===== config.mk =====
export PLATFORM = sky130hd
export DESIGN_NAME = line_segment_dot_generator
export DESIGN_NICKNAME = d
export VERILOG_FILES = /design/src/hw/rtl/ldg_pkg.sv /design/src/hw/rtl/ldg_mul.sv /design/src/hw/rtl/ldg_div.sv /design/src/hw/rtl/line_segment_dot_generator.sv
export SDC_FILE = /design/constraint.sdc
export NUM_CORES = 2
export LEC_CHECK = 0
export BUFFER_PORTS_ARGS = -buffer_cell sky130_fd_sc_hd__clkbuf_2
export CORE_MARGIN = 5
export CORE_UTILIZATION = 36
export DETAILED_ROUTE_END_ITERATION = 16
export PLACE_DENSITY = 0.57
export SYNTH_ARGS = -nofsm -noshare
export SYNTH_HDL_FRONTEND = slang
export SYNTH_SLANG_ARGS = --single-unit

===== constraint.sdc =====
create_clock -name clk -period 25.8 [get_ports clk]
set_clock_uncertainty 0.05 [all_clocks]
set_input_delay 2.58 -clock clk [delete_from_list [all_inputs] [get_ports clk]]
set_output_delay 2.58 -clock clk [all_outputs]
set_load 0.1 [all_outputs]

===== src/hw/rtl/ldg_pkg.sv =====
// Shared types and constants for the line segment dot generator.
package ldg_pkg;

  localparam int COORD_W     = 32;
  localparam int WEIGHT_W    = 18;
  localparam int BRIGHT_W    = 17;
  localparam int DENSITY_W   = 16;
  localparam int CNT_W       = 7;
  localparam int DIV_W       = 32;
  localparam int CFG_DATA_W  = 17;
  localparam int CFG_INDEX_W = 3;
  localparam int MAX_DOTS_DEF = 64;

  // Configuration register indexes.
  localparam logic [CFG_INDEX_W-1:0] CFG_DENSITY    = 3'd0;
  localparam logic [CFG_INDEX_W-1:0] CFG_BRIGHTNESS = 3'd1;
  localparam logic [CFG_INDEX_W-1:0] CFG_LIMIT      = 3'd2;
  localparam logic [CFG_INDEX_W-1:0] CFG_SCALE      = 3'd3;
  localparam logic [CFG_INDEX_W-1:0] CFG_GRADIENT   = 3'd4;

  typedef struct packed {
    logic signed [COORD_W-1:0] point_x;
    logic signed [COORD_W-1:0] point_y;
  } point_t;

  typedef struct packed {
    logic signed [COORD_W-1:0] dot_x;
    logic signed [COORD_W-1:0] dot_y;
    logic [WEIGHT_W-1:0]       dot_weight;
    logic                      last_dot;
  } dot_t;

  typedef struct packed {
    logic             start;
    logic [DIV_W-1:0] dividend;
    logic [CNT_W-1:0] divisor;
  } div_req_t;

  typedef struct packed {
    logic             done;
    logic [DIV_W-1:0] quot;
    logic [CNT_W-1:0] rem;
  } div_rsp_t;

endpackage


===== src/hw/rtl/ldg_mul.sv =====
// Shared 32 by 32 unsigned multiplier with a registered product.
module ldg_mul (
  input  logic        clk,
  input  logic [31:0] a,
  input  logic [31:0] b,
  output logic [63:0] prod
);

  // One product per cycle, available the cycle after the operands.
  always_ff @(posedge clk) begin
    prod <= {32'b0, a} * {32'b0, b};
  end

endmodule


===== src/hw/rtl/ldg_div.sv =====
// Iterative restoring divider: one quotient bit per cycle, small divisor.
module ldg_div (
  input  logic             clk,
  input  logic             rst,
  input  ldg_pkg::div_req_t req,
  output ldg_pkg::div_rsp_t rsp
);

  logic                     busy;
  logic [4:0]               cnt;
  logic [ldg_pkg::DIV_W-1:0] shreg;
  logic [ldg_pkg::CNT_W:0]  rem;
  logic [ldg_pkg::CNT_W-1:0] divisor;
  logic                     done;
  logic [ldg_pkg::CNT_W:0]  trial;
  logic                     ge;

  // Trial subtraction of the divisor from the shifted partial remainder.
  always_comb begin
    trial = {rem[ldg_pkg::CNT_W-1:0], shreg[ldg_pkg::DIV_W-1]};
    ge    = trial >= {1'b0, divisor};
  end

  // Control state.
  always_ff @(posedge clk) begin
    if (rst) begin
      busy <= 1'b0;
      done <= 1'b0;
      cnt  <= '0;
    end else begin
      done <= 1'b0;
      if (req.start) begin
        busy <= 1'b1;
        cnt  <= 5'd31;
      end else if (busy) begin
        cnt <= cnt - 5'd1;
        if (cnt == 5'd0) begin
          busy <= 1'b0;
          done <= 1'b1;
        end
      end
    end
  end

  // Datapath: dividend shifts out as quotient bits shift in.
  always_ff @(posedge clk) begin
    if (req.start) begin
      shreg   <= req.dividend;
      rem     <= '0;
      divisor <= req.divisor;
    end else if (busy) begin
      rem   <= ge ? (trial - {1'b0, divisor}) : trial;
      shreg <= {shreg[ldg_pkg::DIV_W-2:0], ge};
    end
  end

  assign rsp.done = done;
  assign rsp.quot = shreg;
  assign rsp.rem  = rem[ldg_pkg::CNT_W-1:0];

endmodule


===== src/hw/rtl/line_segment_dot_generator.sv =====
// Top level: sequencer, history, configuration and dot stepping datapath.
// Sequence: multiply steps, a search for the dot count, four divisions on the
// shared divider, then one dot per cycle while the output is not stalled.
// Requests are handled one at a time.
// Density zero gives a single dot at the new point, weighted by the brightness.
// Synchronous reset clears history, the previous end weight and the control state, and loads the default configuration.
module line_segment_dot_generator #(
  parameter int MAX_DOTS = ldg_pkg::MAX_DOTS_DEF
) (
  input  logic                                clk,
  input  logic                                rst,
  input  logic                                in_valid,
  output logic                                in_ready,
  input  ldg_pkg::point_t                     in_data,
  output logic                                out_valid,
  input  logic                                out_ready,
  output ldg_pkg::dot_t                       out_data,
  input  logic                                cfg_write,
  input  logic [ldg_pkg::CFG_INDEX_W-1:0]     cfg_index,
  input  logic [ldg_pkg::CFG_DATA_W-1:0]      cfg_data
);

  typedef enum logic [5:0] {
    ST_IDLE = 6'b000001,
    ST_ZERO = 6'b000010,
    ST_MUL  = 6'b000100,
    ST_CNT  = 6'b001000,
    ST_DIV  = 6'b010000,
    ST_EMIT = 6'b100000
  } state_t;

  state_t state;

  // Configuration registers.
  logic [15:0] density;
  logic [16:0] brightness;
  logic [6:0]  limit;
  logic        scale;
  logic        grad;

  // History and segment.
  logic signed [31:0] h0x, h0y, h1x, h1y;
  logic signed [31:0] base_x, base_y;
  logic signed [32:0] dx, dy;
  logic [32:0]        ax, ay;
  logic               big;

  // Dot count arithmetic.
  logic [2:0]  mstep;
  logic [31:0] mul_a, mul_b;
  logic [63:0] prod;
  logic [63:0] sqx;
  logic [63:0] s_sum;
  logic [60:0] s61;
  logic [31:0] d2;
  logic [61:0] pl;
  logic [63:0] ptot;
  logic [14:0] pq;
  logic [6:0]  k;
  logic [12:0] ksq;
  logic [6:0]  n;
  logic [6:0]  lim;

  // Division and weights.
  logic [1:0]         div_op;
  logic               div_run;
  logic               div_neg;
  ldg_pkg::div_req_t  div_req;
  ldg_pkg::div_rsp_t  div_rsp;
  logic [31:0]        q_fix;
  logic [6:0]         r_fix;
  logic [16:0]        wt;
  logic [17:0]        prev_end;
  logic [17:0]        w1;
  logic [19:0]        w1c, w2c, tw, dw;
  logic [19:0]        dw_mag;

  // Stepping state.
  logic [31:0] qx, qy, accx, accy;
  logic [17:0] qw, accw;
  logic [6:0]  rx, ry, rw, arx, ary, arw;
  logic [6:0]  idx;
  logic [7:0]  sx, sy, sw;
  logic        cx, cy, cw;
  logic [31:0] accx_n, accy_n;
  logic [17:0] accw_n;
  logic [6:0]  arx_n, ary_n, arw_n;
  logic        slot_free;
  logic        out_load;

  assign in_ready  = (state == ST_IDLE);
  assign slot_free = !out_valid || out_ready;
  assign out_load  = slot_free && ((state == ST_ZERO) || (state == ST_EMIT));

  // Segment magnitudes for the length computation, and the dot limit clamped to 1..MAX_DOTS.
  always_comb begin
    ax  = dx[32] ? 33'(-dx) : 33'(dx);
    ay  = dy[32] ? 33'(-dy) : 33'(dy);
    big = (ax[32:31] != 2'b00) || (ay[32:31] != 2'b00);
    if (limit == 7'd0) begin
      lim = 7'd1;
    end else if (limit > 7'(MAX_DOTS)) begin
      lim = 7'(MAX_DOTS);
    end else begin
      lim = limit;
    end
  end

  // Multiplier operand selection per step.
  always_comb begin
    case (mstep)
      3'd0: begin
        mul_a = ax[31:0];
        mul_b = ax[31:0];
      end
      3'd1: begin
        mul_a = ay[31:0];
        mul_b = ay[31:0];
      end
      3'd2: begin
        mul_a = {16'b0, density};
        mul_b = {16'b0, density};
      end
      3'd4: begin
        mul_a = {2'b0, s61[29:0]};
        mul_b = d2;
      end
      3'd5: begin
        mul_a = {1'b0, s61[60:30]};
        mul_b = d2;
      end
      default: begin
        mul_a = '0;
        mul_b = '0;
      end
    endcase
  end

  ldg_mul u_mul (
    .clk  (clk),
    .a    (mul_a),
    .b    (mul_b),
    .prod (prod)
  );

  // Sum of squares and the scaled product taken down to whole units of 2^48.
  always_comb begin
    s_sum = sqx + prod;
    ptot  = {1'b0, prod[32:0], 30'b0} + {2'b0, pl};
    if ((prod[63:33] != '0) || ptot[63]) begin
      pq = '1;
    end else begin
      pq = ptot[62:48];
    end
  end

  // Weights for the run and the operand of each division.
  always_comb begin
    tw  = {2'b0, wt, 1'b0} - {2'b0, prev_end};
    w1c = grad ? {2'b0, prev_end} : {3'b0, wt};
    if (grad && ($signed(tw) >= $signed({3'b0, wt}))) begin
      w2c = tw;
    end else begin
      w2c = {3'b0, wt};
    end
    dw     = w2c - w1c;
    dw_mag = dw[19] ? 20'(-dw) : dw;
    div_req.start   = (state == ST_DIV) && !div_run;
    div_req.divisor = n;
    case (div_op)
      2'd0:    div_req.dividend = {15'b0, brightness};
      2'd1:    div_req.dividend = {12'b0, dw_mag};
      2'd2:    div_req.dividend = ax[31:0];
      default: div_req.dividend = ay[31:0];
    endcase
  end

  ldg_div u_div (
    .clk (clk),
    .rst (rst),
    .req (div_req),
    .rsp (div_rsp)
  );

  // Floor correction of a quotient whose dividend was negative.
  always_comb begin
    if (div_neg) begin
      q_fix = ~div_rsp.quot + {31'b0, (div_rsp.rem == 7'd0)};
      r_fix = (div_rsp.rem == 7'd0) ? 7'd0 : (n - div_rsp.rem);
    end else begin
      q_fix = div_rsp.quot;
      r_fix = div_rsp.rem;
    end
  end

  // Next step of each accumulator: add quotient and remainder, carry once.
  always_comb begin
    sx     = {1'b0, arx} + {1'b0, rx};
    sy     = {1'b0, ary} + {1'b0, ry};
    sw     = {1'b0, arw} + {1'b0, rw};
    cx     = sx >= {1'b0, n};
    cy     = sy >= {1'b0, n};
    cw     = sw >= {1'b0, n};
    arx_n  = cx ? 7'(sx - {1'b0, n}) : sx[6:0];
    ary_n  = cy ? 7'(sy - {1'b0, n}) : sy[6:0];
    arw_n  = cw ? 7'(sw - {1'b0, n}) : sw[6:0];
    accx_n = accx + qx + {31'b0, cx};
    accy_n = accy + qy + {31'b0, cy};
    accw_n = accw + qw + {17'b0, cw};
  end

  // Configuration writes.
  always_ff @(posedge clk) begin
    if (rst) begin
      density    <= 16'd256;
      brightness <= 17'd65536;
      limit      <= 7'd64;
      scale      <= 1'b0;
      grad       <= 1'b0;
    end else if (cfg_write) begin
      case (cfg_index)
        ldg_pkg::CFG_DENSITY:    density    <= cfg_data[15:0];
        ldg_pkg::CFG_BRIGHTNESS: brightness <= cfg_data;
        ldg_pkg::CFG_LIMIT:      limit      <= cfg_data[6:0];
        ldg_pkg::CFG_SCALE:      scale      <= cfg_data[0];
        ldg_pkg::CFG_GRADIENT:   grad       <= cfg_data[0];
        default: ;
      endcase
    end
  end

  // Sequencer and datapath registers.
  always_ff @(posedge clk) begin
    if (rst) begin
      state     <= ST_IDLE;
      h0x       <= '0;
      h0y       <= '0;
      h1x       <= '0;
      h1y       <= '0;
      prev_end  <= '0;
      div_run   <= 1'b0;
      out_valid <= 1'b0;
      mstep     <= '0;
      div_op    <= '0;
    end else begin
      // The output register is loaded when free, otherwise emptied once taken.
      if (out_load) begin
        out_valid <= 1'b1;
      end else if (out_ready) begin
        out_valid <= 1'b0;
      end
      case (state)
        ST_IDLE: begin
          if (in_valid) begin
            base_x <= h1x;
            base_y <= h1y;
            dx     <= {h0x[31], h0x} - {h1x[31], h1x};
            dy     <= {h0y[31], h0y} - {h1y[31], h1y};
            h1x    <= h0x;
            h1y    <= h0y;
            h0x    <= in_data.point_x;
            h0y    <= in_data.point_y;
            mstep  <= '0;
            state  <= (density == 16'd0) ? ST_ZERO : ST_MUL;
          end
        end
        ST_ZERO: begin
          if (slot_free) begin
            out_data.dot_x      <= h0x;
            out_data.dot_y      <= h0y;
            out_data.dot_weight <= {1'b0, brightness};
            out_data.last_dot   <= 1'b1;
            state               <= ST_IDLE;
          end
        end
        ST_MUL: begin
          mstep <= mstep + 3'd1;
          case (mstep)
            3'd1: sqx <= prod;
            3'd2: s61 <= (big || s_sum >= 64'h1000_0000_0000_0000) ?
                         61'h1000_0000_0000_0000 : s_sum[60:0];
            3'd3: d2  <= prod[31:0];
            3'd5: pl  <= prod[61:0];
            3'd6: begin
              ksq   <= 13'd1;
              k     <= 7'd1;
              n     <= 7'd1;
              state <= ST_CNT;
            end
            default: ;
          endcase
          if (mstep == 3'd6) begin
            // Keep the product-derived count threshold for the search.
            sqx <= {49'b0, pq};
          end
        end
        ST_CNT: begin
          if ((k <= lim) && ({2'b0, ksq} <= sqx[14:0])) begin
            n   <= k;
            k   <= k + 7'd1;
            ksq <= ksq + {5'b0, k, 1'b1};
          end else begin
            div_op  <= '0;
            div_run <= 1'b0;
            state   <= ST_DIV;
          end
        end
        ST_DIV: begin
          if (!div_run) begin
            div_run <= 1'b1;
            case (div_op)
              2'd0: div_neg <= 1'b0;
              2'd1: begin
                div_neg  <= dw[19];
                w1       <= w1c[17:0];
                prev_end <= w2c[17:0];
              end
              2'd2:    div_neg <= dx[32];
              default: div_neg <= dy[32];
            endcase
          end else if (div_rsp.done) begin
            div_run <= 1'b0;
            div_op  <= div_op + 2'd1;
            case (div_op)
              2'd0: wt <= scale ? q_fix[16:0] : brightness;
              2'd1: begin
                qw <= q_fix[17:0];
                rw <= r_fix;
              end
              2'd2: begin
                qx <= q_fix;
                rx <= r_fix;
              end
              default: begin
                qy    <= q_fix;
                ry    <= r_fix;
                accx  <= '0;
                accy  <= '0;
                accw  <= '0;
                arx   <= '0;
                ary   <= '0;
                arw   <= '0;
                idx   <= '0;
                state <= ST_EMIT;
              end
            endcase
          end
        end
        ST_EMIT: begin
          if (slot_free) begin
            out_data.dot_x      <= base_x + accx_n;
            out_data.dot_y      <= base_y + accy_n;
            out_data.dot_weight <= w1 + accw_n;
            out_data.last_dot   <= (idx == n - 7'd1);
            accx <= accx_n;
            accy <= accy_n;
            accw <= accw_n;
            arx  <= arx_n;
            ary  <= ary_n;
            arw  <= arw_n;
            idx  <= idx + 7'd1;
            if (idx == n - 7'd1) begin
              state <= ST_IDLE;
            end
          end
        end
        default: state <= ST_IDLE;
      endcase
    end
  end

endmodule

Word-level counts from Yosys, hierarchy flattened
Cells that the tools add are included.
Cells by class
  add/sub/neg operators: 34
  multipliers: 1
  $lt $le $gt $ge: 9
  equal/unequal tests: 29
  multiplexer cells: 87
  bitwise logic cells: 5
  reduce and logical (&&, ||, !) cells: 57
Operator list (number)
  $mux W32: 8
  $mux W83: 2
  $pmux W83 S2: 1
  $pmux W32 S5: 1
  $add A32 B32 Y32: 4
  $pmux W32 S2: 2
  $pmux W32 S4: 1
  $mux W7: 18
  $add A32 B1 Y32: 3
  $pmux W32 S3: 1
  $mux W18: 5
  $pmux W7 S2: 6
  $mux W33: 2
  $neg A33 Y33: 2
  $sub A32 B32 Y33: 2
  $add A63 B62 Y64: 1
  $add A64 B64 Y64: 1
  $ge A64 B61 Y1 const B: 1
  $mul A32 B32 Y64: 1
  $mux W64: 1
  $mux W6: 9
  $mux W20: 2
  $add A18 B18 Y18: 2
  $pmux W18 S2: 1
  other kinds (64): 145
Word-level totals
  register bits after elaboration: 1026
  input bits: 89
  output and inout bits: 85

Depth between registers and ports, before layout
  word-level depth: 9
  gate-level depth with buffers: 43
  depth with buffers taken out: 40

Cells and area by module
A second synthesis with hierarchy kept.
Second synthesis, totals
  cell total of the unflattened synthesis: 9552
  area, all modules: 91514.0 um^2
By module, submodules not included
  line_segment_dot_generator: instances 1, cells an instance 5518, area an instance 54083.1 um^2, sequential area each 24383.4 um^2
  ldg_mul: instances 1, cells an instance 3829, area an instance 34765.8 um^2, sequential area each 1281.2 um^2
  ldg_div: instances 1, cells an instance 205, area an instance 2665.1 um^2, sequential area each 1451.4 um^2

Worst setup path before layout
Ideal clock, no wire load.
  kind: input-to-reg
  start point: input port rst
  end point: register accw[0], enable pin
  library setup time: 0.742 ns
  arrival: 11.172 ns
  path slack: 13.836 ns
  stages on the path: 4
  buffers on the path: 3
  cells stage by stage: clkbuf_1 -> clkbuf_1 -> clkbuf_1 -> a211oi_1
On the way
  cells in the longest elaborated chain, start to end: 2
Ends and longest elaborated chain
  start: declaration: RTL line line_segment_dot_generator.sv:11  | input logic rst,
  $not A1 Y1 (no line)
  $reduce_and A6 Y1 (no line)
  end signal: assignment: RTL line line_segment_dot_generator.sv:357  | accw <= accw_n;
  end: declaration: RTL line line_segment_dot_generator.sv:80  | logic [17:0] qw, accw;
No other way between the ends.
A chain may end at the register's enable or synchronous reset.

Worst setup path in the final report
  start point: register dy[2]
  end point: register u_mul.prod[56]
On the way
  cells in the longest elaborated chain, start to end: 4
  elaborated cells on any way between the ends: 5
  those cells by class: add/sub: 1; mul: 1; mux: 3
Ends and longest elaborated chain
  start: declaration: RTL line line_segment_dot_generator.sv:44  | logic signed [32:0] dx, dy;
  start signal: assignment: RTL line line_segment_dot_generator.sv:258  | dy <= {h0y[31], h0y} - {h1y[31], h1y};
  $neg A33 Y33: RTL line line_segment_dot_generator.sv:98  | ay = dy[32] ? 33'(-dy) : 33'(dy);
  $mux W33 (*): RTL line line_segment_dot_generator.sv:98
  $pmux W32 S5 / $pmux W32 S4 (equally long branches): RTL line line_segment_dot_generator.sv:111  | case (mstep)
  $mul A32 B32 Y64 (*): RTL line ldg_mul.sv:11  | prod <= {32'b0, a} * {32'b0, b};
  end signal: assignment: RTL line ldg_mul.sv:11
  end: declaration: RTL line ldg_mul.sv:6  | output logic [63:0] prod
Every way passes the cells marked *; elsewhere a longest branch is shown, timed or not.

==> results.md <==
* H-tree levels at 3
* Slew Limit Fails at 0
* Worst-Skew Late Latency at 0.84 ns
* Commonest cells in the synthesized netlist: inv_1 (1233), nand2_1 (1192), nor2_1 (947)
* HP Class: flop to flop
* Crit path kind: flop to flop
* CP delay by family, top: adder cells
* Flop2flop setup slack at 13.70 ns
* Cts hold-fix bufs at 0
* Register area share after synthesis at 0.300
* CP Launch Type: flop
* Critical path depth in cells at 33
* Worst R2R End: u_mul.prod[56]$_DFF_P_
* Async SR Flop Fraction at 0
* Row count at 183
* YS warnings at 0
* Adder-Cell Fraction of Synth Area at 0.305
* Required @ worst endpoint at 26.42 ns
* Final hold violations at 0
* Area contributors post-synth: edfxtp_1 (24%), fa_1 (20%), ha_1 (10%)
* Core Box Area at 249000 sq um
* CTS tree: yes
* Die area at 261000 sq um
* Die width at 511 microns
* Critical Path Most Common Cell: fa_1
* Most Crowded Layer GR: met2
* Via count at 71.8k
* HPWL after detailed placement at 244 mm
* Area occupied by multi-input gates at 57600 sq um
* Clk slew on worst S/H paths at 0.06 ns
* CTS resizes at 0
* Syn Area/Cell at 9.44 sq um
* GR Util met3 at 0.0515
* Worst setup EP type: flop
* F_max at 0.0826 GHz
* Fin crit period at 12.10 ns
* Max clock buf depth at 3
* Main combinational cell family by area after synthesis: adder cells
* Synth Register Bits at 996
* Port bufs at 173
* Final period utilization at 0.469
* Worst setup endpoint: u_mul.prod[56]$_DFF_P_
* Final WL at 319 mm
* CTS root buf: clkbuf_16
* Synth Area in Simple Gates at 0.141
* Initial antenna violation count at 28
* Met1 Use GR at 0.313
* R2R depth at 33
* P&R area growth vs syn at 10.3%
* Slowest stage cell, crit path: a221oi_1
* Largest area contributor in the netlist: edfxtp_1
* Slowest cell delay on critical path at 0.96 ns
* CP Launch Point: dy[2]$_DFFE_PP_
* CP bufs+invs at 4
* Nets at 11.4k
* Synth top area share at 0.238
* Status: finished clean
* Initial Utilization at 0.362
* DRC Markers at 0
* Share of post-route cells with drive strength above 1 at 0.0703
* Sink Count at 996
* Post-synthesis compound-gate area fraction at 0.130
* Final setup viols at 0
* Number of global-route vias before repair at 72.2k
* I/O pin cnt at 174
* Most used DFF post-synth: edfxtp_1
* CP max FO at 26
* Post-CTS setup repair buffer count at 0
* Hold path depth at 0
* Initial DRC count at 6495
* Mapped Nets at 11.3k
* Number of buffers created by CTS at 114
* # fillers at 24.7k
* Wirelength per Cell at 24.4 microns
* Total global-route track usage at 0.238
* Pin count of the biggest net entering global routing at 86
* Number of unique standard cell types used by synthesis at 79
* Slew HR at 0.0487
* Netlist Area Pre-Place at 90300 sq um
* Actual slew at the worst max-slew pin at 1.41 ns
* Router iterations before antenna repair at 6
* Routed Antenna Nets at 0
* Area share of xor/xnor cells in the synthesized design at 0.0496
* Reg area at 27100 sq um
* Die Y-Extent at 511 microns
* MaxCap Viol Count at 0
* Met2 Usage GRT at 0.367
* EDFF count, synth at 717
* Unrepaired setup endpoints after global routing: no
* R2R Path Start: dy[2]$_DFFE_PP_
* Critical Path AT at 12.72 ns
* Final GP Congestion at 0.977
* Syn Inst Count at 9567
* Setup TNS at 0 ns
* Gr ovfl total at 0
* First-pass GRT wire length at 471 mm
* Top-count cell post-synth: inv_1
* Mux contribution to synthesized area at 0.00650
* Vias per cell at 5.49
worst min path at each step:
| stage | startpoint | to | slack (ns) |
|---|---|---|---|
| after global placement | h1x[31]$_SDFFE_PP0P_ | base_x[31]$_DFFE_PP_ | 0.39 |
| after floorplan | h1x[10]$_SDFFE_PP0P_ | base_x[10]$_DFFE_PP_ | 0.38 |
| after global routing | h1y[31]$_SDFFE_PP0P_ | base_y[31]$_DFFE_PP_ | 0.42 |
| final | h1x[19]$_SDFFE_PP0P_ | base_x[19]$_DFFE_PP_ | 0.41 |
| after detailed placement | h1x[16]$_SDFFE_PP0P_ | base_x[16]$_DFFE_PP_ | 0.39 |
| after CTS | h1y[26]$_SDFFE_PP0P_ | base_y[26]$_DFFE_PP_ | 0.41 |
kinds of logic after synthesis:
group	count (synthesis)
AND/OR/NAND/NOR	2902
buffers and inverters	1626
XOR/XNOR	510
flip-flops	996
AO/OA/AOI/OAI	1830
multiplexers	55
adder cells (fa/ha/maj)	1648
worst register-to-register path, delay by kind of cell, from the launching register on:
kind / cells / cell delay [ns]
adder cells (fa/ha/maj): 9 / 4.39
buffers and inverters: 4 / 0.58
AND/OR/NAND/NOR: 5 / 2.09
XOR/XNOR: 2 / 0.29
AO/OA/AOI/OAI: 13 / 4.13
flip-flops: 1 / 0.45
area by class of cell:
type | instances | share of cell area
multi-input cells | 6945 | 0.578
well taps | 3330 | 0.0418
diodes | 14 | 0.000352
repair buffers | 352 | 0.0222
inverters | 1235 | 0.0465
clock buffers | 149 | 0.0317
clock inverters | 69 | 0.00749
flip-flops and latches | 996 | 0.272
metrics by stage:
step / setup WS [ns] / instances / instance area [sq um] / hold WS, ns / util
after floorplan: 13.84 / 9567 / 90300 / 0.380 / -
after global placement: 14.01 / 12900 / 95700 / 0.387 / 0.384
after detailed placement: 13.80 / 12900 / 95700 / 0.391 / 0.384
after CTS: 13.74 / 13100 / 99600 / 0.410 / 0.400
after global routing: 13.35 / 13100 / 99600 / 0.418 / 0.400
final: 13.70 / 13100 / 99600 / 0.409 / 0.400
metal layers:
| layer | wire [microns] | up-vias |
|---|---|---|
| met5 | 34 | - |
| met3 | 28100 | 773 |
| met1 | 131000 | 35700 |
| met2 | 139000 | 3219 |
| li1 | - | 32100 |
| met4 | 20800 | 6 |
placed cells by master, fill, tap and decap left out, types with 175 or more instances in the layout:
master,netlist,layout
a21oi_1,592,575
o21ai_0,342,338
clkbuf_2,0,175
inv_1,1233,1232
fa_1,919,919
nand2_1,1192,1191
dfxtp_1,279,279
xor2_1,214,214
a21o_1,237,237
edfxtp_1,717,717
ha_1,729,729
xnor2_1,295,289
buf_4,0,178
nor2_1,947,944
sequential cells by signal (all words and copies together) (netlist names), 33 cells and up:
signal / cells
out_data: 83
sqx: 64
u_mul.prod: 64
s61: 61
dx: 33
dy: 33
Power is left out: the tool's default activity adds up to more than one toggle a clock period on the data nets, which glitch-free logic cannot reach.
